## config.mk

```make
export PLATFORM = sky130hd
export DESIGN_NAME = humidity_sensor_frame_decoder
export DESIGN_NICKNAME = d
export VERILOG_FILES = /design/src/rtl/hsfd_pkg.sv /design/src/rtl/humidity_sensor_frame_decoder.sv /design/src/rtl/hsfd_front.sv /design/src/rtl/hsfd_queue.sv /design/src/rtl/hsfd_back.sv
export SDC_FILE = /design/constraint.sdc
export NUM_CORES = 1
export LEC_CHECK = 0
export ABC_AREA = 1
export BUFFER_PORTS_ARGS = -buffer_cell sky130_fd_sc_hd__buf_2
export CORE_UTILIZATION = 63
export CTS_CLUSTER_DIAMETER = 120
export CTS_CLUSTER_SIZE = 30
export DETAILED_ROUTE_END_ITERATION = 10
export PLACE_DENSITY = 0.81
export SETUP_SLACK_MARGIN = 0.02
export SYNTH_ARGS = -nofsm -noshare
export SYNTH_HDL_FRONTEND = slang
export SYNTH_SLANG_ARGS = --single-unit
```

## constraint.sdc

```tcl
create_clock -name clk -period 7.4 [get_ports clk]
set_input_delay 1.85 -clock clk [delete_from_list [all_inputs] [get_ports clk]]
set_output_delay 1.85 -clock clk [all_outputs]
set_load 0.02 [all_outputs]
```

## src/rtl/hsfd_pkg.sv

```systemverilog
// Shared types, constants and the CRC-8 byte update for the humidity sensor frame decoder.
package hsfd_pkg;

  // CRC-8 as used by the sensor: polynomial 0x31, seed 0xFF, MSB first, no final XOR.
  localparam logic [7:0] CRC_POLY = 8'h31;
  localparam logic [7:0] CRC_INIT = 8'hFF;

  // Conversion constants: full scale of a raw word and the scaled spans.
  localparam logic [15:0] FULL_SCALE  = 16'hFFFF;
  localparam logic [14:0] TEMP_SPAN   = 15'd17500;
  localparam logic [13:0] HUM_SPAN    = 14'd10000;
  localparam logic [15:0] TEMP_OFFSET = 16'd4500;

  // Default depth of the frame queue between the front and the back.
  localparam int QUEUE_DEPTH_DEFAULT = 2;

  // Position of the next byte within a six-byte frame.
  typedef enum logic [5:0] {
    POS_T_HI  = 6'b000001,
    POS_T_LO  = 6'b000010,
    POS_T_CHK = 6'b000100,
    POS_H_HI  = 6'b001000,
    POS_H_LO  = 6'b010000,
    POS_H_CHK = 6'b100000
  } pos_t;

  // One complete frame, handed from the front to the back.
  typedef struct packed {
    logic [15:0] temperature_raw;
    logic [15:0] humidity_raw;
    logic        status;
  } frame_t;

  // Push side of the frame queue as seen by the front.
  typedef struct packed {
    logic   push;
    frame_t frame;
  } push_t;

  function automatic logic [7:0] crc8_byte(input logic [7:0] crc, input logic [7:0] data);
    logic [7:0] r;
    r = crc ^ data;
    for (int k = 0; k < 8; k++) begin
      if (r[7]) begin
        r = {r[6:0], 1'b0} ^ CRC_POLY;
      end else begin
        r = {r[6:0], 1'b0};
      end
    end
    return r;
  endfunction

endpackage

```

## src/rtl/humidity_sensor_frame_decoder.sv

```systemverilog
// Top level of the humidity sensor frame decoder: front, frame queue and conversion back end.
//
// The input stream carries the six bytes of one measurement frame, one item per byte:
// temperature high, temperature low, temperature CRC, humidity high, humidity low, humidity
// CRC. tuser marks a byte as the first of a new frame and drops any partial frame. Without
// it, frames follow one another with no gap or marker. Each CRC is CRC-8 (polynomial 0x31,
// seed 0xFF) over the two word bytes before it.
// After the sixth byte the output stream carries one item: both converted values, both raw
// words, and in tuser a flag that is set when either CRC byte did not match. A mismatch
// still delivers the converted values.
// Throughput is one byte per cycle while the queue is not full; the front computes the next
// position and CRC combinationally and registers them on each accepted byte. A result
// passes through the frame queue, the product stage and the output register, in that order.
// When the receiver stalls, the result holds in the output register, one more waits in
// the product stage and the frame queue takes up to QUEUE_DEPTH further frames. Input
// tready drops only once the queue is full, with QUEUE_DEPTH frames behind those two.
// Reset clears the frame position, the CRC, the queue and all valid flags at once.
module humidity_sensor_frame_decoder #(
  parameter int QUEUE_DEPTH = hsfd_pkg::QUEUE_DEPTH_DEFAULT
) (
  input  logic        clk,
  input  logic        rst,
  input  logic        s_axis_tvalid,
  output logic        s_axis_tready,
  input  logic [7:0]  s_axis_tdata,   // [7:0] rx_byte
  input  logic        s_axis_tuser,   // [0] frame_restart
  output logic        m_axis_tvalid,
  input  logic        m_axis_tready,
  output logic [63:0] m_axis_tdata,   // [14:0] temperature_centi, [28:15] humidity_centi,
                                      // [44:29] temperature_raw, [60:45] humidity_raw,
                                      // [63:61] zero
  output logic        m_axis_tuser    // [0] status
);

  hsfd_pkg::push_t  push;
  hsfd_pkg::frame_t q_frame;
  logic             q_full;
  logic             q_valid;
  logic             q_pop;
  logic signed [14:0] temperature_centi;
  logic [13:0]      humidity_centi;
  logic [15:0]      temperature_raw;
  logic [15:0]      humidity_raw;
  logic             status;

  hsfd_front u_front (
    .clk           (clk),
    .rst           (rst),
    .in_valid      (s_axis_tvalid),
    .in_ready      (s_axis_tready),
    .rx_byte       (s_axis_tdata),
    .frame_restart (s_axis_tuser),
    .queue_full    (q_full),
    .push_out      (push)
  );

  hsfd_queue #(
    .DEPTH (QUEUE_DEPTH)
  ) u_queue (
    .clk       (clk),
    .rst       (rst),
    .push_in   (push),
    .full      (q_full),
    .pop_valid (q_valid),
    .pop       (q_pop),
    .pop_frame (q_frame)
  );

  hsfd_back u_back (
    .clk               (clk),
    .rst               (rst),
    .frame_valid       (q_valid),
    .frame_pop         (q_pop),
    .frame             (q_frame),
    .out_valid         (m_axis_tvalid),
    .out_ready         (m_axis_tready),
    .temperature_centi (temperature_centi),
    .humidity_centi    (humidity_centi),
    .temperature_raw   (temperature_raw),
    .humidity_raw      (humidity_raw),
    .status            (status)
  );

  // Fields are packed from the lowest bit up, padded with zeros to a whole byte.
  assign m_axis_tdata = {3'b000, humidity_raw, temperature_raw, humidity_centi,
                         temperature_centi};
  assign m_axis_tuser = status;

endmodule

```

## src/rtl/hsfd_front.sv

```systemverilog
// Front part: takes frame bytes, tracks the frame position, checks both CRCs, emits frames.
module hsfd_front (
  input  logic                clk,
  input  logic                rst,
  input  logic                in_valid,
  output logic                in_ready,
  input  logic [7:0]          rx_byte,
  input  logic                frame_restart,
  input  logic                queue_full,
  output hsfd_pkg::push_t     push_out
);

  hsfd_pkg::pos_t pos;
  hsfd_pkg::pos_t pos_next;
  hsfd_pkg::pos_t pos_eff;
  logic [7:0]     running_check;
  logic [7:0]     running_check_next;
  logic [15:0]    temperature_word;
  logic [15:0]    temperature_word_next;
  logic           temperature_check_good;
  logic           temperature_check_good_next;
  logic [15:0]    humidity_word;
  logic [15:0]    humidity_word_next;
  logic           accept;
  logic           hum_good;

  assign in_ready = !queue_full;
  assign accept   = in_valid && !queue_full;
  assign pos_eff  = frame_restart ? hsfd_pkg::POS_T_HI : pos;
  assign hum_good = (running_check == rx_byte);

  always_comb begin
    pos_next                    = pos;
    running_check_next          = running_check;
    temperature_word_next       = temperature_word;
    temperature_check_good_next = temperature_check_good;
    humidity_word_next          = humidity_word;
    unique case (pos_eff)
      hsfd_pkg::POS_T_LO: begin
        running_check_next    = hsfd_pkg::crc8_byte(running_check, rx_byte);
        temperature_word_next = {temperature_word[15:8], rx_byte};
        pos_next              = hsfd_pkg::POS_T_CHK;
      end
      hsfd_pkg::POS_T_CHK: begin
        temperature_check_good_next = (running_check == rx_byte);
        running_check_next          = hsfd_pkg::CRC_INIT;
        pos_next                    = hsfd_pkg::POS_H_HI;
      end
      hsfd_pkg::POS_H_HI: begin
        running_check_next = hsfd_pkg::crc8_byte(hsfd_pkg::CRC_INIT, rx_byte);
        humidity_word_next = {rx_byte, 8'h00};
        pos_next           = hsfd_pkg::POS_H_LO;
      end
      hsfd_pkg::POS_H_LO: begin
        running_check_next = hsfd_pkg::crc8_byte(running_check, rx_byte);
        humidity_word_next = {humidity_word[15:8], rx_byte};
        pos_next           = hsfd_pkg::POS_H_CHK;
      end
      hsfd_pkg::POS_H_CHK: begin
        running_check_next = hsfd_pkg::CRC_INIT;
        pos_next           = hsfd_pkg::POS_T_HI;
      end
      default: begin
        // First byte of a frame, and any position that does not decode.
        running_check_next    = hsfd_pkg::crc8_byte(hsfd_pkg::CRC_INIT, rx_byte);
        temperature_word_next = {rx_byte, 8'h00};
        pos_next              = hsfd_pkg::POS_T_LO;
      end
    endcase
  end

  always_comb begin
    push_out.push                  = accept && (pos_eff == hsfd_pkg::POS_H_CHK);
    push_out.frame.temperature_raw = temperature_word;
    push_out.frame.humidity_raw    = humidity_word;
    push_out.frame.status          = !(temperature_check_good && hum_good);
  end

  always_ff @(posedge clk) begin
    if (rst) begin
      pos                    <= hsfd_pkg::POS_T_HI;
      running_check          <= hsfd_pkg::CRC_INIT;
      temperature_word       <= '0;
      temperature_check_good <= 1'b0;
      humidity_word          <= '0;
    end else if (accept) begin
      pos                    <= pos_next;
      running_check          <= running_check_next;
      temperature_word       <= temperature_word_next;
      temperature_check_good <= temperature_check_good_next;
      humidity_word          <= humidity_word_next;
    end
  end

endmodule

```

## src/rtl/hsfd_queue.sv

```systemverilog
// Short frame queue that lets the front and the back stall independently.
module hsfd_queue #(
  parameter int DEPTH = hsfd_pkg::QUEUE_DEPTH_DEFAULT
) (
  input  logic             clk,
  input  logic             rst,
  input  hsfd_pkg::push_t  push_in,
  output logic             full,
  output logic             pop_valid,
  input  logic             pop,
  output hsfd_pkg::frame_t pop_frame
);

  localparam int PW = (DEPTH > 1) ? $clog2(DEPTH) : 1;
  localparam int CW = $clog2(DEPTH + 1);
  localparam logic [PW-1:0] LAST = PW'(DEPTH - 1);
  localparam logic [CW-1:0] FULL_COUNT = CW'(DEPTH);

  hsfd_pkg::frame_t entries [DEPTH];
  logic [PW-1:0]    wr_ptr;
  logic [PW-1:0]    rd_ptr;
  logic [CW-1:0]    count;
  logic             do_push;
  logic             do_pop;

  assign full      = (count == FULL_COUNT);
  assign pop_valid = (count != '0);
  assign do_push   = push_in.push && !full;
  assign do_pop    = pop && pop_valid;
  assign pop_frame = entries[rd_ptr];

  always_ff @(posedge clk) begin
    if (do_push) begin
      entries[wr_ptr] <= push_in.frame;
    end
  end

  always_ff @(posedge clk) begin
    if (rst) begin
      wr_ptr <= '0;
      rd_ptr <= '0;
      count  <= '0;
    end else begin
      if (do_push) begin
        wr_ptr <= (wr_ptr == LAST) ? '0 : wr_ptr + 1'b1;
      end
      if (do_pop) begin
        rd_ptr <= (rd_ptr == LAST) ? '0 : rd_ptr + 1'b1;
      end
      if (do_push && !do_pop) begin
        count <= count + 1'b1;
      end else if (do_pop && !do_push) begin
        count <= count - 1'b1;
      end
    end
  end

endmodule

```

## src/rtl/hsfd_back.sv

```systemverilog
// Back part: scales both raw words to centi units and holds the result for the receiver.
module hsfd_back (
  input  logic                  clk,
  input  logic                  rst,
  input  logic                  frame_valid,
  output logic                  frame_pop,
  input  hsfd_pkg::frame_t      frame,
  output logic                  out_valid,
  input  logic                  out_ready,
  output logic signed [14:0]    temperature_centi,
  output logic [13:0]           humidity_centi,
  output logic [15:0]           temperature_raw,
  output logic [15:0]           humidity_raw,
  output logic                  status
);

  // Product stage.
  logic             s1_valid;
  logic [30:0]      t_prod;
  logic [29:0]      h_prod;
  hsfd_pkg::frame_t s1_frame;
  logic             s1_load;
  logic             out_load;

  // Division by 65535: q0 = p >> 16 leaves a remainder below twice the divisor.
  logic [14:0]      t_q0;
  logic [16:0]      t_rem;
  logic [14:0]      t_q;
  logic [13:0]      h_q0;
  logic [16:0]      h_rem;
  logic [13:0]      h_q;
  logic [15:0]      t_shift;

  assign out_load  = s1_valid && (!out_valid || out_ready);
  assign s1_load   = frame_valid && (!s1_valid || out_load);
  assign frame_pop = s1_load;

  assign t_q0    = t_prod[30:16];
  assign t_rem   = {1'b0, t_prod[15:0]} + {2'b00, t_q0};
  assign t_q     = (t_rem >= {1'b0, hsfd_pkg::FULL_SCALE}) ? t_q0 + 1'b1 : t_q0;
  assign h_q0    = h_prod[29:16];
  assign h_rem   = {1'b0, h_prod[15:0]} + {3'b000, h_q0};
  assign h_q     = (h_rem >= {1'b0, hsfd_pkg::FULL_SCALE}) ? h_q0 + 1'b1 : h_q0;
  assign t_shift = {1'b0, t_q} - hsfd_pkg::TEMP_OFFSET;

  always_ff @(posedge clk) begin
    if (s1_load) begin
      t_prod   <= 31'(frame.temperature_raw) * 31'(hsfd_pkg::TEMP_SPAN);
      h_prod   <= 30'(frame.humidity_raw) * 30'(hsfd_pkg::HUM_SPAN);
      s1_frame <= frame;
    end
    if (out_load) begin
      temperature_centi <= signed'(t_shift[14:0]);
      humidity_centi    <= h_q;
      temperature_raw   <= s1_frame.temperature_raw;
      humidity_raw      <= s1_frame.humidity_raw;
      status            <= s1_frame.status;
    end
  end

  always_ff @(posedge clk) begin
    if (rst) begin
      s1_valid  <= 1'b0;
      out_valid <= 1'b0;
    end else begin
      if (s1_load) begin
        s1_valid <= 1'b1;
      end else if (out_load) begin
        s1_valid <= 1'b0;
      end
      if (out_load) begin
        out_valid <= 1'b1;
      end else if (out_ready) begin
        out_valid <= 1'b0;
      end
    end
  end

endmodule

```

; After elaboration in Yosys (flattened, before gate mapping)
; Memory sizes are Yosys's and may differ from the RTL's. A register that Yosys moved wholly into a read port is not among the register bits.
; Cells that the tools add are included.
[totals]
ff_bits = 203
out_inout_bits = 67
mem_count = 1
wordCells = 185
ramBits = 66
[mem_list]
columns = name, words, width, read_ports, rd_ports_with_merged_regs, write_ports, line
row1 = u_queue.entries, 2, 33, 1, 1, 1, hsfd_queue.sv:19  ; hsfd_pkg::frame_t entries [DEPTH];
[op_classes]
reduce_logical = 30
n_addsub = 9
bitwise = 35
magnitude_cmp = 2
mux = 77
n_mul = 2
eq_ne = 7
[op_table]
columns = cell, count
row1 = two-way mux 8 bit, 28
row2 = two-way mux 6 bit, 31
row3 = NOT 3 bit, 30
row4 = one-hot mux 16 bit (2 select lines), 2
row5 = "greater-or-equal comparator 17 x 16 -> 1 bit, second input constant", 2
row6 = one-hot mux 8 bit (4 select lines), 1
row7 = one-hot mux 6 bit (5 select lines), 1
row8 = "multiplier 16 x 13 -> 29 bit, second input constant", 1
row9 = "multiplier 16 x 10 -> 26 bit, second input constant", 1
row10 = adder 16 x 14 -> 17 bit, 1
row11 = adder 16 x 15 -> 17 bit, 1
row12 = "adder 15 x 1 -> 15 bit, second input constant", 1
row13 = two-way mux 15 bit, 1
row14 = "subtractor 15 x 13 -> 15 bit, second input constant", 1
row15 = "adder 14 x 1 -> 14 bit, second input constant", 1
row16 = two-way mux 14 bit, 1
row17 = two-way mux 1 bit, 10
row18 = nonzero test 2 bit, 5
row19 = logical AND 1 bit, 9
row20 = equality test 8 bit, 1
row21 = NOT 8 bit, 1
row22 = XOR 8 bit, 1
row23 = "equality test 6 x 2 -> 1 bit, second input constant", 1
row24 = "equality test 6 x 3 -> 1 bit, second input constant", 1
row25 = other kinds (16), 29

; Logic depth before layout (Yosys ltp)
; Gate-level depths: netlist of the first run.
[logic_depth]
ltp_word = 25
ltp_mapped = 28
ltp_nobuf = 28

; Cells and area by module
; Synthesis of the first run repeated with hierarchy kept, for this count alone.
[unflattened]
cells_unflattened = 1830
area_unflattened_um2 = 18092.4
[modules_own_cells]
columns = module, seq_area_each_um2, area_each_um2, n_inst, cells_each
row1 = hsfd_back, 4394.2, 12777.3, 1, 1336
row2 = hsfd_queue, 2082.0, 2781.4, 1, 140
row3 = hsfd_front, 940.9, 2507.4, 1, 350
row4 = humidity_sensor_frame_decoder, 0.0, 26.3, 1, 4

; Least setup slack after synthesis of the first run
; No wires, ideal clock.
[synth_timing]
path_type = reg-to-reg
start = register (tool-made name)
end = register u_back.t_prod[30], data pin
setup_time_ns = 0.259
path_stages_with_launch = 24
n_path_buf = 2
setup_slack_ns = 1.969
period_less_slack_ns = 5.431
arrival_time_ns = 5.172
path_cell_list = dfxtp_1 -> clkbuf_1 -> clkbuf_1 -> mux2_2 -> ha_1 -> inv_1 -> fa_1 -> inv_1 -> ha_1 -> fa_1 -> inv_1 -> fa_1 -> inv_1 -> ha_1 -> a21oi_1 -> inv_1 -> a21oi_1 -> o221ai_1 -> a21oi_1 -> o21ai_0 -> a21oi_1 -> o21ai_0 -> a21oi_1 -> o21bai_1
[synth_rtl]
columns = element, line
row1 = end signal: assignment, hsfd_back.sv:48  ; t_prod <= 31'(frame.temperature_raw) * 31'(hsfd_pkg::TEMP_SPAN);
row2 = end: declaration, hsfd_back.sv:19  ; logic [30:0] t_prod;

==> flow_summary.html, run 1 <==
<table>
<tr><th>Metric</th><th>Value</th></tr>
<tr><th colspan="2">Critical path</th></tr>
<tr><td>Worst endpoint data arrival time</td><td>6.46 ns</td></tr>
<tr><td>Largest incremental delay on the critical path</td><td>1.13 ns</td></tr>
<tr><td>CP Data Required Time</td><td>7.65 ns</td></tr>
<tr><td>Chain of cells forming the critical path</td><td>nand2_1, o21ai_0, inv_1, ha_1, inv_1, fa_1, inv_1, ha_1, inv_1, fa_1, inv_1, fa_1, ha_1, a21oi_1, o221ai_1, a21oi_1, o21ai_0, a21oi_1, o21ai_0, a21oi_1, o21bai_1</td></tr>
<tr><td>Cell with the largest stage delay on the worst path</td><td>sky130_fd_sc_hd__dfxtp_1</td></tr>
<tr><td>Startpoint-to-endpoint class of the critical path</td><td>flop to flop</td></tr>
<tr><td>Critical path buffer and inverter count</td><td>5</td></tr>
<tr><td>Setup crit end kind</td><td>flop</td></tr>
<tr><td>Setup slack, reg-to-reg</td><td>1.19 ns</td></tr>
<tr><td>Family with the most delay on the worst path</td><td>adder cells</td></tr>
<tr><td>Worst Setup Start Kind</td><td>flop</td></tr>
<tr><td>Cell occurring most often along the worst timing path</td><td>sky130_fd_sc_hd__inv_1</td></tr>
<tr><td>Worst Reg2Reg Path Length in Cells</td><td>21</td></tr>
<tr><td>Terminus of the critical flop-to-flop path</td><td>u_back.t_prod[30]$_DFFE_PP_</td></tr>
<tr><td>Max Fanout on Critical Path</td><td>36</td></tr>
<tr><th colspan="2">GRT</th></tr>
<tr><td>Maximum number of pins on one net before global-route repair</td><td>61</td></tr>
<tr><td>Antenna violations before repair</td><td>0</td></tr>
<tr><td>Number of global-route vias before repair</td><td>11,900</td></tr>
<tr><td>Global-route wire length before repair</td><td>57,400 um</td></tr>
<tr><td>Remaining global-route overflow</td><td>0</td></tr>
<tr><td>Global-route usage over all layers</td><td>24.9%</td></tr>
<tr><th colspan="2">STA</th></tr>
<tr><td>Slew HR</td><td>19.5%</td></tr>
<tr><td>Clock tree skew after final layout</td><td>0.0245 ns</td></tr>
<tr><td>Transition time of the tightest slew-check pin</td><td>1.21 ns</td></tr>
<tr><td>Final hold violation count</td><td>0</td></tr>
<tr><td>Setup repair after global routing missed its margin</td><td>no</td></tr>
<tr><td>Final Max Tran Viols</td><td>0</td></tr>
<tr><td>Final worst path period share</td><td>83.9%</td></tr>
<tr><td>Crit path time final</td><td>6.21 ns</td></tr>
<tr><td>FMAX</td><td>161 MHz</td></tr>
<tr><td>Finish-stage setup viols</td><td>0</td></tr>
<tr><td>Minimum setup slack in the final design</td><td>1.19 ns</td></tr>
<tr><td>Setup TNS</td><td>0 ns</td></tr>
<tr><th colspan="2">Die</th></tr>
<tr><td>Core outline area</td><td>27,800 um^2</td></tr>
<tr><td>Site Rows</td><td>61</td></tr>
<tr><td>Starting Density</td><td>63.9%</td></tr>
<tr><td>Total Die Area</td><td>28,800 um^2</td></tr>
<tr><td>Die height</td><td>170 um</td></tr>
<tr><td>Die span in x</td><td>170 um</td></tr>
<tr><td>Top-Level Pins</td><td>80</td></tr>
<tr><th colspan="2">Detailed routing</th></tr>
<tr><td>Post-DRT Antenna Nets</td><td>0</td></tr>
<tr><td>Number of design-rule violations left by the first detailed-router iteration</td><td>876</td></tr>
<tr><td>Average detailed-routed wire length per instance</td><td>15.1 um</td></tr>
<tr><td>TritonRoute pass-1 iters</td><td>5</td></tr>
<tr><td>Overall via count from detail_route</td><td>12,100</td></tr>
<tr><td>Number of vias per cell</td><td>5.34</td></tr>
<tr><td>Final routed DRC violation total</td><td>0</td></tr>
<tr><td>Total routed wirelength</td><td>34,400 um</td></tr>
<tr><th colspan="2">Synthesis</th></tr>
<tr><td>Area fraction of the dominant cell type after synthesis</td><td>35.7%</td></tr>
<tr><td>Number of warning messages in the yosys log</td><td>0</td></tr>
<tr><td>Post-Synth Adder-Cell Area</td><td>23.0%</td></tr>
<tr><td>Ys async rst share</td><td>0%</td></tr>
<tr><td>Xor/xnor cell area share of the yosys netlist</td><td>5.22%</td></tr>
<tr><td>Synthesized-area fraction occupied by and/or/nand/nor cells</td><td>13.8%</td></tr>
<tr><td>Main flop type after synthesis</td><td>sky130_fd_sc_hd__edfxtp_1</td></tr>
<tr><td>Most frequent cell after synthesis</td><td>sky130_fd_sc_hd__inv_1</td></tr>
<tr><td>Library cell occupying the most area in the post-synthesis netlist</td><td>sky130_fd_sc_hd__edfxtp_1</td></tr>
<tr><td>Cells after synthesis</td><td>1,819</td></tr>
<tr><td>Compound-cell area share of the yosys netlist</td><td>7.09%</td></tr>
<tr><td>Share of cell area taken by muxes after synthesis</td><td>0.698%</td></tr>
<tr><td>Number of synthesized register bits</td><td>265</td></tr>
<tr><td>Mapped Area</td><td>17,700 um^2</td></tr>
<tr><td>Top post-synthesis cells by area</td><td>sky130_fd_sc_hd__edfxtp_1, sky130_fd_sc_hd__ha_1, sky130_fd_sc_hd__fa_1</td></tr>
<tr><td>Number of flops mapped to enable cells by yosys</td><td>211</td></tr>
<tr><td>Sequential element share of the synthesized area</td><td>41.8%</td></tr>
<tr><td>Library cells used by synthesis</td><td>57</td></tr>
<tr><td>Post-Synthesis Mean Instance Area</td><td>9.76 um^2</td></tr>
<tr><td>Synth top cells by count</td><td>sky130_fd_sc_hd__inv_1, sky130_fd_sc_hd__nand2_1, sky130_fd_sc_hd__edfxtp_1, sky130_fd_sc_hd__ha_1, sky130_fd_sc_hd__a21oi_1</td></tr>
<tr><td>Dominant combinational cell family by area after synthesis</td><td>adder cells</td></tr>
<tr><th colspan="2">Min path</th></tr>
<tr><td>Worst Min Path Start</td><td>u_back.s1_frame[0]$_DFFE_PP_</td></tr>
<tr><td>Worst-case hold path end point</td><td>u_back.status$_DFFE_PP_</td></tr>
<tr><td>Hold Path Depth</td><td>0</td></tr>
<tr><td>Worst hold path type</td><td>flop to flop</td></tr>
<tr><th colspan="2">Cells and area</th></tr>
<tr><td>Fin nets</td><td>2,178</td></tr>
<tr><td>Layout cell share with drive strength beyond 1</td><td>8.78%</td></tr>
<tr><td>Design area</td><td>18,900 um^2</td></tr>
<tr><td>Antenna fix cells</td><td>0</td></tr>
<tr><td>Layout-stage area growth over the synthesis result</td><td>6.25%</td></tr>
<tr><th colspan="2">Clocking</th></tr>
<tr><td>Num Clock Sinks</td><td>265</td></tr>
<tr><td>CTS tree</td><td>done</td></tr>
<tr><td>Clock latency on the worst-skew pair</td><td>0.49 ns</td></tr>
<tr><td>Resize count post-CTS</td><td>0</td></tr>
<tr><td>Maximum buffer depth of the clock tree</td><td>3</td></tr>
<tr><td>Post-CTS setup repair buffer count</td><td>0</td></tr>
<tr><td>Level count of the clock H-tree</td><td>1</td></tr>
<tr><td>TritonCTS buffer count</td><td>12</td></tr>
<tr><td>Number of buffers inserted for hold repair after clock tree synthesis</td><td>0</td></tr>
<tr><td>Clock slew at reported path FFs</td><td>0.12 ns</td></tr>
<tr><td>Clock Root Buffer</td><td>sky130_fd_sc_hd__clkbuf_16</td></tr>
<tr><th colspan="2">Placement</th></tr>
<tr><td>Post-placement setup slack</td><td>1.16 ns</td></tr>
<tr><td>Final GP Congestion</td><td>0.925</td></tr>
<tr><td>Post-DP HPWL</td><td>27,000 um</td></tr>
<tr><td>DP Area</td><td>18,500 um^2</td></tr>
<tr><td>Port Buffer Count</td><td>76</td></tr>
<tr><th colspan="2">Outcome</th></tr>
<tr><td>Status</td><td>finished clean</td></tr>
<tr><th colspan="2">Flow run</th></tr>
<tr><td>Max Cap Violations</td><td>0</td></tr>
</table>
worst reg2reg max path, stage by stage, from the launching register on:
cell and delay (ns):
sky130_fd_sc_hd__dfxtp_1 1.13, sky130_fd_sc_hd__nand2_1 0.12, sky130_fd_sc_hd__o21ai_0 0.33, sky130_fd_sc_hd__inv_1 0.31, sky130_fd_sc_hd__ha_1 0.35, sky130_fd_sc_hd__inv_1 0.05
sky130_fd_sc_hd__fa_1 0.49, sky130_fd_sc_hd__inv_1 0.05, sky130_fd_sc_hd__ha_1 0.26, sky130_fd_sc_hd__inv_1 0.07, sky130_fd_sc_hd__fa_1 0.49, sky130_fd_sc_hd__inv_1 0.06
sky130_fd_sc_hd__fa_1 0.47, sky130_fd_sc_hd__ha_1 0.40, sky130_fd_sc_hd__a21oi_1 0.23, sky130_fd_sc_hd__o221ai_1 0.16, sky130_fd_sc_hd__a21oi_1 0.20, sky130_fd_sc_hd__o21ai_0 0.18
sky130_fd_sc_hd__a21oi_1 0.25, sky130_fd_sc_hd__o21ai_0 0.16, sky130_fd_sc_hd__a21oi_1 0.15, sky130_fd_sc_hd__o21bai_1 0.07
metal layers:
metal,vias to the layer above,GRT usage [%],wire [um]
li1,6086,-,-
met1,5706,33.6,15600
met2,262,43.1,16500
met3,60,2.49,1470
met4,0,6.54,818
met5,-,0,0
cell usage in the layout (no fill, tap or decap), types with 6 or more instances in the layout:
cell type / synthesis / routed
sky130_fd_sc_hd__inv_1: 347 / 346
sky130_fd_sc_hd__nand2_1: 314 / 314
sky130_fd_sc_hd__edfxtp_1: 211 / 211
sky130_fd_sc_hd__ha_1: 195 / 195
sky130_fd_sc_hd__a21oi_1: 114 / 113
sky130_fd_sc_hd__fa_1: 82 / 82
sky130_fd_sc_hd__buf_2: 2 / 76
sky130_fd_sc_hd__nor2_1: 77 / 75
sky130_fd_sc_hd__nand3_1: 71 / 71
sky130_fd_sc_hd__xor2_1: 65 / 65
sky130_fd_sc_hd__o21ai_0: 63 / 63
sky130_fd_sc_hd__dfxtp_1: 54 / 54
sky130_fd_sc_hd__xnor2_1: 39 / 39
sky130_fd_sc_hd__nor3_1: 18 / 18
sky130_fd_sc_hd__o21ai_1: 16 / 16
sky130_fd_sc_hd__nand2_2: 13 / 13
sky130_fd_sc_hd__clkbuf_16: 0 / 13
sky130_fd_sc_hd__mux2_2: 11 / 11
sky130_fd_sc_hd__nand3_2: 11 / 11
sky130_fd_sc_hd__inv_2: 9 / 9
sky130_fd_sc_hd__nand3b_1: 8 / 8
sky130_fd_sc_hd__nand4_1: 7 / 7
sky130_fd_sc_hd__a31oi_1: 7 / 7
sky130_fd_sc_hd__nor2_2: 5 / 7
sky130_fd_sc_hd__nor4_1: 6 / 6
state kept, by name, summed over array words and instances (netlist names), named ones only:
name and flops:
u_queue.entries 66, u_back.s1_frame 33, u_back.t_prod 28, u_back.h_prod 22
u_back.humidity_raw 16, u_back.temperature_raw 16, u_front.humidity_word 16, u_front.temperature_word 16
u_back.temperature_centi 15, u_back.humidity_centi 14, u_front.running_check 8, u_front.pos 6
u_queue.count 2, u_back.out_valid 1, u_back.s1_valid 1, u_back.status 1
u_front.temperature_check_good 1, u_queue.rd_ptr 1, u_queue.wr_ptr 1
worst max path at each step:
stage	slack [ns]	depth (start not counted)	end	startpoint
after global routing	0.59	21	u_back.t_prod[30]$_DFFE_PP_	flop
after floorplan	1.97	23	u_back.t_prod[30]$_DFFE_PP_	flop
after CTS	1.13	21	u_back.t_prod[30]$_DFFE_PP_	flop
after detailed placement	1.16	21	u_back.t_prod[30]$_DFFE_PP_	flop
final	1.19	21	u_back.t_prod[30]$_DFFE_PP_	flop
after global placement	1.31	21	u_back.t_prod[30]$_DFFE_PP_	flop
area by class of cell:
class                           count  area (um^2)
Clock buffer                       16          337
Inverter                          356         1340
Timing Repair Buffer               81          418
Clock inverter                      1         6.26
Tap cell                          378          473
Sequential cell                   265         7420
Fill cell                        2219         8930
Multi-Input combinational cell   1172         8870
cell families after synthesis:
| logic type | count (synthesis) |
|---|---|
| xor+xnor | 105 |
| compound gates | 230 |
| buf+inv | 384 |
| other cells | 1 |
| fa+ha+maj | 277 |
| simple gates | 546 |
| flops | 265 |
| mux | 11 |
metrics by stage:
step	cells	hold WS [ns]	utilization (%)
floorplan	1821	0.400	-
global placement	2252	0.401	66.6
detailed placement	2252	0.405	66.6
CTS	2269	0.423	67.9
global route	2269	0.435	67.9
finish	2269	0.422	67.9
Power of run 1 is not shown: default switching activity piles up to over one toggle a cycle in this logic, so the estimate is an artifact.
==> run 2, diff against run 1 <==
clock period = 5.9 ns   (was 7.4 ns; I/O delays follow)
==> flow_summary.html, run 2 (synthesized netlist as in run 1, its figures left out) <==
<table>
<tr><th>Metric</th><th>Value</th></tr>
<tr><th colspan="2">STA</th></tr>
<tr><td>Setup TNS</td><td>0 ns (unchanged)</td></tr>
<tr><td>FMAX</td><td>178 MHz (+11%)</td></tr>
<tr><td>Final Max Tran Viols</td><td>0 (unchanged)</td></tr>
<tr><td>Setup repair after global routing missed its margin</td><td>no</td></tr>
<tr><td>Final worst path period share</td><td>95.2% (+11 points)</td></tr>
<tr><td>Slew HR</td><td>37.8% (+18 points)</td></tr>
<tr><td>Crit path time final</td><td>5.62 ns (-0.592 ns)</td></tr>
<tr><td>Finish-stage setup viols</td><td>0 (unchanged)</td></tr>
<tr><td>WHS</td><td>0.430 ns (+0.00786 ns)</td></tr>
<tr><td>Clock tree skew after final layout</td><td>0.0353 ns (+0.0108 ns)</td></tr>
<tr><td>Transition time of the tightest slew-check pin</td><td>0.924 ns (-0.281 ns)</td></tr>
<tr><td>Final hold violation count</td><td>0 (unchanged)</td></tr>
<tr><th colspan="2">Die</th></tr>
<tr><td>Top-Level Pins</td><td>80 (unchanged)</td></tr>
<tr><td>Starting Density</td><td>63.9% (unchanged)</td></tr>
<tr><td>Total Die Area</td><td>28,800 um^2 (unchanged)</td></tr>
<tr><td>Site Rows</td><td>61 (unchanged)</td></tr>
<tr><td>Die span in x</td><td>170 um (unchanged)</td></tr>
<tr><td>Core outline area</td><td>27,800 um^2 (unchanged)</td></tr>
<tr><td>Die height</td><td>170 um (unchanged)</td></tr>
<tr><th colspan="2">Detailed routing</th></tr>
<tr><td>Number of vias per cell</td><td>5.31 (-0.52%)</td></tr>
<tr><td>Average detailed-routed wire length per instance</td><td>14.9 um (-1.5%)</td></tr>
<tr><td>Overall via count from detail_route</td><td>12,100 (-0.26%)</td></tr>
<tr><td>Final routed DRC violation total</td><td>2 (+2)</td></tr>
<tr><td>Total routed wirelength</td><td>33,900 um (-1.3%)</td></tr>
<tr><td>Post-DRT Antenna Nets</td><td>0 (unchanged)</td></tr>
<tr><td>TritonRoute pass-1 iters</td><td>8 (+3)</td></tr>
<tr><td>Number of design-rule violations left by the first detailed-router iteration</td><td>685 (-22%)</td></tr>
<tr><th colspan="2">Critical path</th></tr>
<tr><td>Critical path buffer and inverter count</td><td>6 (+1)</td></tr>
<tr><td>Setup crit end kind</td><td>flop</td></tr>
<tr><td>Chain of cells forming the critical path</td><td>buf_4, o21ai_0, inv_1, fa_1, ha_1, inv_1, fa_1, inv_1, ha_1, inv_1, fa_1, inv_1, ha_1, a21oi_1, o21ai_1, a21boi_0, o21ai_1, nand2_1, nand2_1, xor2_1</td></tr>
<tr><td>Terminus of the critical flop-to-flop path</td><td>u_back.h_prod[26]$_DFFE_PP_</td></tr>
<tr><td>CP Data Required Time</td><td>6.14 ns (-1.51 ns)</td></tr>
<tr><td>Setup slack, reg-to-reg</td><td>0.28 ns (-0.91 ns)</td></tr>
<tr><td>Max Fanout on Critical Path</td><td>29 (-19%)</td></tr>
<tr><td>Worst Reg2Reg Path Length in Cells</td><td>20 (-4.8%)</td></tr>
<tr><td>Largest incremental delay on the critical path</td><td>0.71 ns (-0.42 ns)</td></tr>
<tr><td>Family with the most delay on the worst path</td><td>adder cells</td></tr>
<tr><td>Cell occurring most often along the worst timing path</td><td>sky130_fd_sc_hd__inv_1</td></tr>
<tr><td>Worst Setup Start Kind</td><td>flop</td></tr>
<tr><td>Worst endpoint data arrival time</td><td>5.86 ns (-0.60 ns)</td></tr>
<tr><td>Startpoint-to-endpoint class of the critical path</td><td>flop to flop</td></tr>
<tr><td>Cell with the largest stage delay on the worst path</td><td>sky130_fd_sc_hd__o21ai_0</td></tr>
<tr><th colspan="2">Cells and area</th></tr>
<tr><td>Most common library cell in the layout ignoring fill and taps</td><td>sky130_fd_sc_hd__inv_1</td></tr>
<tr><td>Fillers</td><td>2,173 (-2.1%)</td></tr>
<tr><td>Area taken by flip-flops and latches</td><td>7420 um^2 (unchanged)</td></tr>
<tr><td>Number of flip-flops under the largest register name</td><td>66 (unchanged)</td></tr>
<tr><td>Fin nets</td><td>2,183 (+0.23%)</td></tr>
<tr><td>Antenna fix cells</td><td>0 (unchanged)</td></tr>
<tr><td>Layout cell share with drive strength beyond 1</td><td>9.07% (+0.29 points)</td></tr>
<tr><td>Layout-stage area growth over the synthesis result</td><td>6.59%</td></tr>
<tr><td>Register containing the most flip-flops in the final layout</td><td>u_queue.entries</td></tr>
<tr><td>Largest regs</td><td>u_queue.entries: 66 flops, u_back.s1_frame: 33 flops, u_back.t_prod: 28 flops</td></tr>
<tr><td>Commonest cells after routing, fill and taps aside</td><td>sky130_fd_sc_hd__inv_1, sky130_fd_sc_hd__nand2_1, sky130_fd_sc_hd__edfxtp_1</td></tr>
<tr><td>Multi-input gate area in the final layout</td><td>8870 um^2 (about the same)</td></tr>
<tr><th colspan="2">Min path</th></tr>
<tr><td>Hold Path Depth</td><td>0 (unchanged)</td></tr>
<tr><td>Worst Min Path Start</td><td>u_back.s1_frame[15]$_DFFE_PP_</td></tr>
<tr><td>Worst hold path type</td><td>flop to flop</td></tr>
<tr><td>Worst-case hold path end point</td><td>u_back.humidity_raw[14]$_DFFE_PP_</td></tr>
<tr><th colspan="2">GRT</th></tr>
<tr><td>Met2 track utilization from global routing</td><td>42.4% (-0.71 points)</td></tr>
<tr><td>Met1 track utilization from global routing</td><td>31.9% (-1.7 points)</td></tr>
<tr><td>Busiest metal layer after global routing</td><td>met2</td></tr>
<tr><td>Antenna violations before repair</td><td>0 (unchanged)</td></tr>
<tr><td>GRT met3 Usage</td><td>2.23% (-0.26 points)</td></tr>
<tr><td>Global-route wire length before repair</td><td>55,800 um (-2.9%)</td></tr>
<tr><td>Global-route usage over all layers</td><td>24.3% (-0.67 points)</td></tr>
<tr><td>Maximum number of pins on one net before global-route repair</td><td>50 (-18%)</td></tr>
<tr><td>Number of global-route vias before repair</td><td>11,700 (-2.2%)</td></tr>
<tr><td>Remaining global-route overflow</td><td>0 (unchanged)</td></tr>
<tr><th colspan="2">Clocking</th></tr>
<tr><td>Clock slew at reported path FFs</td><td>0.11 ns (about the same)</td></tr>
<tr><td>Clock latency on the worst-skew pair</td><td>0.52 ns (+0.03 ns)</td></tr>
<tr><td>Clock Root Buffer</td><td>sky130_fd_sc_hd__clkbuf_16</td></tr>
<tr><td>Num Clock Sinks</td><td>265 (unchanged)</td></tr>
<tr><td>TritonCTS buffer count</td><td>12 (unchanged)</td></tr>
<tr><td>CTS tree</td><td>done</td></tr>
<tr><td>Maximum buffer depth of the clock tree</td><td>3 (unchanged)</td></tr>
<tr><td>Number of buffers inserted for hold repair after clock tree synthesis</td><td>0 (unchanged)</td></tr>
<tr><td>Level count of the clock H-tree</td><td>1 (unchanged)</td></tr>
<tr><th colspan="2">Placement</th></tr>
<tr><td>Post-DP HPWL</td><td>26,700 um (-1.0%)</td></tr>
<tr><td>Final GP Congestion</td><td>0.909 (-1.7%)</td></tr>
<tr><td>Port Buffer Count</td><td>76 (unchanged)</td></tr>
<tr><th colspan="2">Flow run</th></tr>
<tr><td>Max Cap Violations</td><td>0 (unchanged)</td></tr>
<tr><th colspan="2">Outcome</th></tr>
<tr><td>Failing checks</td><td>DRC</td></tr>
<tr><td>Status</td><td>finished, violations left</td></tr>
</table>
-- run 2: how the worst max path moves through the flow --
stage	start	endpoint	cells after the start
finish	flop	u_back.h_prod[26]$_DFFE_PP_	20
global route	flop	u_back.h_prod[26]$_DFFE_PP_	20
global placement	flop	u_back.t_prod[30]$_DFFE_PP_	23
detailed placement	flop	u_back.t_prod[30]$_DFFE_PP_	23
floorplan	flop	u_back.t_prod[30]$_DFFE_PP_	23
CTS	flop	u_back.h_prod[26]$_DFFE_PP_	20
-- run 2: what timing repair did --
action	CTS	global route
setup buffers	0	0
resized for setup	0	7
setup endpoints to repair	0	6
-- run 2: layer usage --
layer / vias up / part of all wire, %
met1: 5710 / 46
met2: 242 / 49
met3: 52 / 3.1
met5: - / 0
met4: 0 / 2.7
li1: 6079 / -
-- run 2: worst reg2reg max path, delay by kind of cell (launching register included) --
kind	cells	cell delay (ns)
compound gates	5	1.51
xor+xnor	1	0.14
fa+ha+maj	6	2.49
buf+inv	6	0.76
flops	1	0.33
simple gates	2	0.13
-- run 2: stage by stage --
step	cells	cell area, um^2	setup slack (ns)	utilization, %
3_5_place_dp	2257	18500	0.325	66.8
6_report	2275	18900	0.284	68.1
2_1_floorplan	1821	17800	0.469	-
4_1_cts	2275	18900	0.280	68.1
3_3_place_gp	2257	18500	0.478	66.8
5_1_grt	2275	18900	0.0546	68.1
-- run 2: layout make-up --
cell class              count  share of cell area (%)
multi-input cells        1172                    46.9
flip-flops and latches    265                    39.2
inverters                 356                    7.07
well taps                 378                    2.50
repair buffers             86                    2.41
clock buffers              15                    1.65
clock inverters             3                   0.265
Power of run 2 is left out for the same reason.
